--- src/sv/afk_pkg.sv ---
package afk_pkg;

    localparam int NUM_JOINTS   = 6;
    localparam int CORDIC_ITERS = 16;
    localparam int ANG_W        = 16;
    localparam int Q14_W        = 16;
    localparam int CFG_W        = 20;
    localparam int POS_W        = 24;
    localparam int CX_W         = 24;
    localparam int CZ_W         = 18;
    localparam int NUM_ROT      = 9;
    localparam int ADDR_W       = 5;
    localparam int APB_W        = 32;

    localparam logic signed [CX_W-1:0]  CORDIC_START = 24'sd636751;
    localparam logic signed [CZ_W-1:0]  QUARTER_TURN = 18'sd16384;
    localparam logic signed [CZ_W-1:0]  HALF_TURN    = 18'sd32768;
    localparam logic signed [Q14_W-1:0] ROT_LIM      = 16'sd16384;
    localparam logic signed [POS_W-1:0] POS_MAX      = 24'sh7FFFFF;
    localparam logic signed [POS_W-1:0] POS_MIN      = 24'sh800000;

    typedef logic signed [Q14_W-1:0] t_q14;

    typedef struct packed {
        t_q14 [NUM_JOINTS-1:0] sn;
        t_q14 [NUM_JOINTS-1:0] cs;
    } t_trig;

    typedef struct packed {
        logic signed [CFG_W-1:0] shoulder_offset;
        logic signed [CFG_W-1:0] upper_arm_length;
        logic signed [CFG_W-1:0] lateral_offset;
        logic signed [CFG_W-1:0] forearm_length;
        logic signed [CFG_W-1:0] tip_reach;
        logic signed [CFG_W-1:0] mount_height;
    } t_cfg;

    typedef struct packed {
        t_q14 [NUM_ROT-1:0]      rot;
        logic signed [POS_W-1:0] tip_z;
        logic signed [POS_W-1:0] tip_y;
        logic signed [POS_W-1:0] tip_x;
    } t_pose;

    typedef enum logic [2:0] {
        REG_SHOULDER_OFFSET = 3'd0,
        REG_UPPER_ARM       = 3'd1,
        REG_LATERAL         = 3'd2,
        REG_FOREARM         = 3'd3,
        REG_CLAW            = 3'd4,
        REG_BASE_HEIGHT     = 3'd5
    } t_reg_idx;

    function automatic logic signed [CZ_W-1:0] atan_step(input logic [3:0] i);
        logic signed [CZ_W-1:0] a;
        unique case (i)
            4'd0:    a = 18'sd8192;
            4'd1:    a = 18'sd4836;
            4'd2:    a = 18'sd2555;
            4'd3:    a = 18'sd1297;
            4'd4:    a = 18'sd651;
            4'd5:    a = 18'sd326;
            4'd6:    a = 18'sd163;
            4'd7:    a = 18'sd81;
            4'd8:    a = 18'sd41;
            4'd9:    a = 18'sd20;
            4'd10:   a = 18'sd10;
            4'd11:   a = 18'sd5;
            4'd12:   a = 18'sd3;
            4'd13:   a = 18'sd1;
            4'd14:   a = 18'sd1;
            default: a = 18'sd0;
        endcase
        return a;
    endfunction

    function automatic t_q14 sat_q14(input logic signed [63:0] v, input logic [5:0] sh);
        logic signed [63:0] r;
        r = (v + (64'sd1 <<< (sh - 6'd1))) >>> sh;
        if (r > 64'sd16384) begin
            return ROT_LIM;
        end else if (r < -64'sd16384) begin
            return -ROT_LIM;
        end
        return t_q14'(r);
    endfunction

    function automatic logic signed [POS_W-1:0] sat_pos(input logic signed [63:0] v);
        logic signed [63:0] r;
        r = (v + (64'sd1 <<< 27)) >>> 28;
        if (r > 64'sd8388607) begin
            return POS_MAX;
        end else if (r < -64'sd8388608) begin
            return POS_MIN;
        end
        return POS_W'(r);
    endfunction

endpackage

--- src/sv/afk_queue.sv ---
module afk_queue #(
    parameter int DEPTH = 4
) (
    input  logic           i_clk,
    input  logic           i_rst_n,
    input  logic           i_valid,
    output logic           o_ready,
    input  afk_pkg::t_trig i_data,
    output logic           o_valid,
    input  logic           i_ready,
    output afk_pkg::t_trig o_data
);
    import afk_pkg::*;

    localparam int PTR_W = (DEPTH > 1) ? $clog2(DEPTH) : 1;
    localparam int CNT_W = $clog2(DEPTH + 1);
    localparam logic [PTR_W-1:0] LAST = PTR_W'(DEPTH - 1);

    t_trig            r_mem [DEPTH];
    logic [PTR_W-1:0] r_wr;
    logic [PTR_W-1:0] r_rd;
    logic [CNT_W-1:0] r_cnt;
    logic             w_push;
    logic             w_pop;

    assign o_ready = (r_cnt != CNT_W'(DEPTH));
    assign o_valid = (r_cnt != '0);
    assign o_data  = r_mem[r_rd];
    assign w_push  = i_valid && o_ready;
    assign w_pop   = i_ready && o_valid;

    always_ff @(posedge i_clk) begin
        if (!i_rst_n) begin
            r_wr  <= '0;
            r_rd  <= '0;
            r_cnt <= '0;
        end else begin
            if (w_push) begin
                r_wr <= (r_wr == LAST) ? '0 : r_wr + 1'b1;
            end
            if (w_pop) begin
                r_rd <= (r_rd == LAST) ? '0 : r_rd + 1'b1;
            end
            unique case ({w_push, w_pop})
                2'b10:   r_cnt <= r_cnt + 1'b1;
                2'b01:   r_cnt <= r_cnt - 1'b1;
                default: r_cnt <= r_cnt;
            endcase
        end
    end

    always_ff @(posedge i_clk) begin
        if (w_push) begin
            r_mem[r_wr] <= i_data;
        end
    end

endmodule

--- config.mk ---
export PLATFORM = sky130hd
export DESIGN_NAME = afk_queue
export DESIGN_NICKNAME = d
export VERILOG_FILES = /design/src/sv/afk_pkg.sv /design/src/sv/afk_queue.sv
export SDC_FILE = /design/constraint.sdc
export NUM_CORES = 1
export LEC_CHECK = 0
export BUFFER_PORTS_ARGS = -buffer_cell sky130_fd_sc_hd__buf_4
export CORE_MARGIN = 8
export CORE_UTILIZATION = 45
export DETAILED_ROUTE_END_ITERATION = 6
export GPL_TIMING_DRIVEN = 0
export PLACE_DENSITY = 0.68
export SLEW_MARGIN = 20
export SYNTH_ARGS = -nofsm -noshare
export SYNTH_HDL_FRONTEND = slang
export SYNTH_SLANG_ARGS = --single-unit
--- constraint.sdc ---
create_clock -name i_clk -period 7.88 [get_ports i_clk]
set_input_delay 0.394 -clock i_clk [delete_from_list [all_inputs] [get_ports i_clk]]
set_output_delay 0.394 -clock i_clk [all_outputs]
set_load 0.05 [all_outputs]
# After elaboration in Yosys (flattened, before gate mapping)

Memories as Yosys holds them, arrays and structs flattened. A register that Yosys moved wholly into a read port is not among the register bits.
Cells that the tools add are included.

Bits in registers: 7
Input bits: 196
Output and inout bits: 194
Logic and storage cells: 24
Memories: 1
Bits in writable memories: 768

Eq/ne operators: 5
Mux-type cells: 7
$add $sub $neg: 4
Reduce and logical (&&, ||, !) cells: 4

Memories:

| name  | words | width | read ports | clocked after Yosys merged registers in | wr ports | RTL line        | text |
|---|---|---|---|---|---|---|---|
| r_mem | 4     | 192   | 1          | 1                                       | 1        | afk_queue.sv:19 | `t_trig r_mem [DEPTH];` |

Operator list:

| cell                  | number |
|---|---|
| $mux W2               | 4 |
| $eq A2 B2 Y1 const B  | 3 |
| $pmux W3 S2           | 1 |
| $add A2 B1 Y2 const B | 2 |
| $add A3 B1 Y3 const B | 1 |
| $ne A3 B3 Y1 const B  | 1 |
| $reduce_bool A3 Y1    | 1 |
| $sub A3 B1 Y3 const B | 1 |
| $eq A2 B1 Y1 const B  | 1 |
| $logic_and A1 B1 Y1   | 2 |
| $mux W1               | 2 |
| $reduce_bool A2 Y1    | 1 |

# Logic depth before layout (Yosys ltp)

Depth in word-level cells: 4
Mapped depth: 10
Gate-level depth less buffers: 9

# Worst setup path before layout

No wires, ideal clock.

Path kind: register to register
From: register r_cnt[0]
To: memory r_mem[0][0] (netlist name), enable pin
Path slack: 2,158 ps
Stages on the path, launching flop included: 4
Library setup time: 578 ps
Required time: 7,302 ps
Period minus slack after synthesis: 5,722 ps
Data arrival time: 5,144 ps
Buffers on the path: 1
Path through: dfxtp_1 or3b_1 buf_6 and3_1

Word-level cells in the longest chain between the ends: 4

RTL lines:

| item                          | RTL line        | text |
|---|---|---|
| from (decl)                   | afk_queue.sv:22 | `logic [CNT_W-1:0] r_cnt;` |
| from (signal assigned)        | afk_queue.sv:45 | `2'b10: r_cnt <= r_cnt + 1'b1;` |
| from (signal assigned)        | afk_queue.sv:46 | `2'b01: r_cnt <= r_cnt - 1'b1;` |
| from (signal assigned)        | afk_queue.sv:47 | `default: r_cnt <= r_cnt;` |
| $ne A3 B3 Y1                  | afk_queue.sv:26 | `assign o_ready = (r_cnt != CNT_W'(DEPTH));` |
| net o_ready                   | afk_queue.sv:7  | `output logic o_ready,` |
| $logic_and A1 B1 Y1           | afk_queue.sv:29 | `assign w_push = i_valid && o_ready;` |
| $mux W1                       | afk_queue.sv:53 | `if (w_push) begin` |
| $mux W1 (implied by the code) | afk_queue.sv:54 | `r_mem[r_wr] <= i_data;` |
| to (decl)                     | afk_queue.sv:19 |  |

The timed path passes the listed nets, and every way through them passes these cells.

==> results.cfg <==
[run_status]
status = complete, no violations

[synthesis]
netlist_instances = 1059
yosysMostFrequentCell = edfxtp_1
yosysSeqAreaShare_pct = 81.83
synth_area_leaders = edfxtp_1 81%, mux4_2 15%, buf_12 1.4%, dfxtp_1 0.63%, buf_2 0.32%
synth_top_area_share_pct = 81.19
ys.flop_type = edfxtp_1
synth_edf_count = 768
syn-num-nets = 1262
synthTopCellsByCount = 768 x edfxtp_1, 192 x mux4_2, 20 x buf_12, 18 x buf_2, 9 x dfxtp_1
async_flop_share_pct = 0
synthesis.area_mm2 = 0.02840
postSynthAreaPerCell_um2 = 26.82
ys_seq_elements = 777
yosysTopAreaCell = edfxtp_1
ys.warnings.count = 0
ys_types = 27

[timing]
hold_ws_ns = 0.07394
finClkSkew_ns = 0.01592
setup_viol = 0
worst_slew_pin_slew_ns = 0.8964
min_period_over_period_pct = 39.07
finalHoldViolations = 0
rsz0062_at_grt = no
min_period_ns = 3.079
relSlewSlack_pct = 40.24
drv_slew = 0
max_freq_mhz = 324.8
tns_ns = 0

[finish]
ff_latch_area_mm2 = 0.02324
synthToLayoutAreaGrowth_pct = 31.01
final_area_mm2 = 0.03721
multi_input_area_mm2 = 0.004621
fin_nets = 1944
drive_gt1_share_pct = 41.75
utilization_pct = 59.32
n_fill_cell = 4342

[die]
die_w_um = 267.2
fp.dieH_um = 267.2
die-area_mm2 = 0.07142
io_pins = 390
fp-row-count = 92
core_mm2 = 0.06274
start_util_pct = 45.28

[power]
p_leak_uw = 0.01259
power-per-cell-area_mw_per_mm2 = 342.3
ir_worst_vdd_v = 0.0002381

[clocking]
clockBufferDepth = 3
cts_tree = yes
clk_latency_ns = 0.60
clock_sinks = 777
post_cts_resize_count = 0
cts_root_buf = clkbuf_16
clk_pin_slew_ns = 0.06
htreeDepth = 3
cts_made_buffers = 80

[drt]
wirelength_mm = 59.90
m1WireLength_mm = 23.43
wl_met2_mm = 30.78
route.met3.wl_mm = 4.113
detail_route.iter0.violations = 909
drc = 0
drt-pass1-iter-count = 6
dr_total_vias = 13520
highest_layer = met5
viasPerCell = 5.098
wl_per_cell_um = 22.59
ant_nets = 0

[place]
place.port_buffers = 389
placed_area_mm2 = 0.03287
dp_hpwl_mm = 37.96
place_congestion = 0.7010

[grt]
antenna_found_initial = 5
grtUsageTotal_pct = 16.48
grt_overflow_total = 0
grt_pass1_vias = 14790
grt_max_degree = 45
grt_first_pass_wirelength_mm = 89.57

[worst_setup_path]
critPathLaunchType = flip-flop
crit_fanout = 10
worstPathArrival_ns = 2.68
end_kind = output pin
cpPeakStageDelay_ns = 0.69
slowest_stage = clkbuf_1
path_class = flip-flop to output pin
path_cells = clkbuf_1 > buf_2 > mux4_2 > buf_4
reg2reg_slack_ns = 5.43
worst_ep_required_time_ns = 7.49

[hold_path]
hp-class = input port to flip-flop

[run]
maxCapViolations = 0
-- flip-flops by register name (all words and copies together) (netlist names), named ones only --
| register | flops |
|---|---|
| r_mem | 768 |
| r_cnt | 3 |
| r_rd | 2 |
| r_wr | 2 |
-- cells by family (layout without fill, tap and decap cells) --
group | Yosys count | after routing | share of synthesized area [%]
muxes | 193 | 193 | 15.26
buffers and inverters | 52 | 794 | 1.978
xor gates and xnor gates | 2 | 2 | 0.06168
other | 0 | 4 | 0
adders and majority gates | 7 | 7 | 0.3348
AOI/OAI and AO/OA | 7 | 7 | 0.1410
and+or+nand+nor | 21 | 21 | 0.4008
DFF | 777 | 777 | 81.83
-- layer usage --
metal  global-route usage (%)  vias to the layer above
met5                        0                        -
met4                    5.852                        2
met3                    4.645                       89
met2                    27.70                      392
met1                    20.45                     7058
li1                         -                     5974
-- worst max-delay path, delay by kind of cell (launching register included) --
kind | cells | cell delay [ns]
buffers and inverters | 3 | 1.36
muxes | 1 | 0.36
DFF | 1 | 0.37
-- stage by stage --
stage,cells,setup slack (ns),power (uW)
final,2651,4.801,12740
after global routing,2651,4.608,13220
after CTS,2647,4.616,12910
after detailed placement,2313,5.278,9346
after global placement,2294,-1.525,9395
after floorplan,1059,2.158,8119
-- where the power goes --
part | internal [uW] | switching (uW) | leakage, uW
clock | 1980 | 1480 | 0.00117
sequential | 4970 | 83.7 | 0.00712
combinational | 1570 | 2650 | 0.00430
total | 8520 | 4220 | 0.0126
-- cell usage in the layout (no fill, tap or decap), types with 9 or more instances in the layout --
cell type,n
buf_2,18
clkinv_2,12
dlygate4sd3_1,192
dfxtp_1,9
edfxtp_1,768
clkbuf_1,17
clkinv_1,23
mux4_2,192
buf_16,12
buf_4,390
buf_12,27
clkbuf_16,81
-- area by class of cell --
class | count | area share (%)
antenna | 4 | 0.02690
buffer | 45 | 1.439
clock buffer | 94 | 5.578
clock inverter | 48 | 0.8943
inverter | 7 | 0.07060
multi-input combinational | 230 | 12.42
sequential | 777 | 62.46
tap | 846 | 2.844
timing repair buffer | 600 | 14.28
-- final timing paths --
check,from,end,cells after the start
max,flip-flop,o_data[75],4
min,i_rst_n,r_wr[0]$_SDFFE_PN0P_,3
max reg2reg,r_cnt[2]$_SDFFE_PN0P_,r_cnt[2]$_SDFFE_PN0P_,10
min reg2reg,r_wr[1]$_SDFFE_PN0P_,r_wr[1]$_SDFFE_PN0P_,2
-- timing repair --
action / 4_1_cts / 5_1_grt
endpoints found under the hold margin: 768 / 0
setup endpoints to repair: 0 / 0
setup buffers: 0 / 0
hold buffers: 192 / 0
No activity file was read; power rests on OpenSTA's default activity.
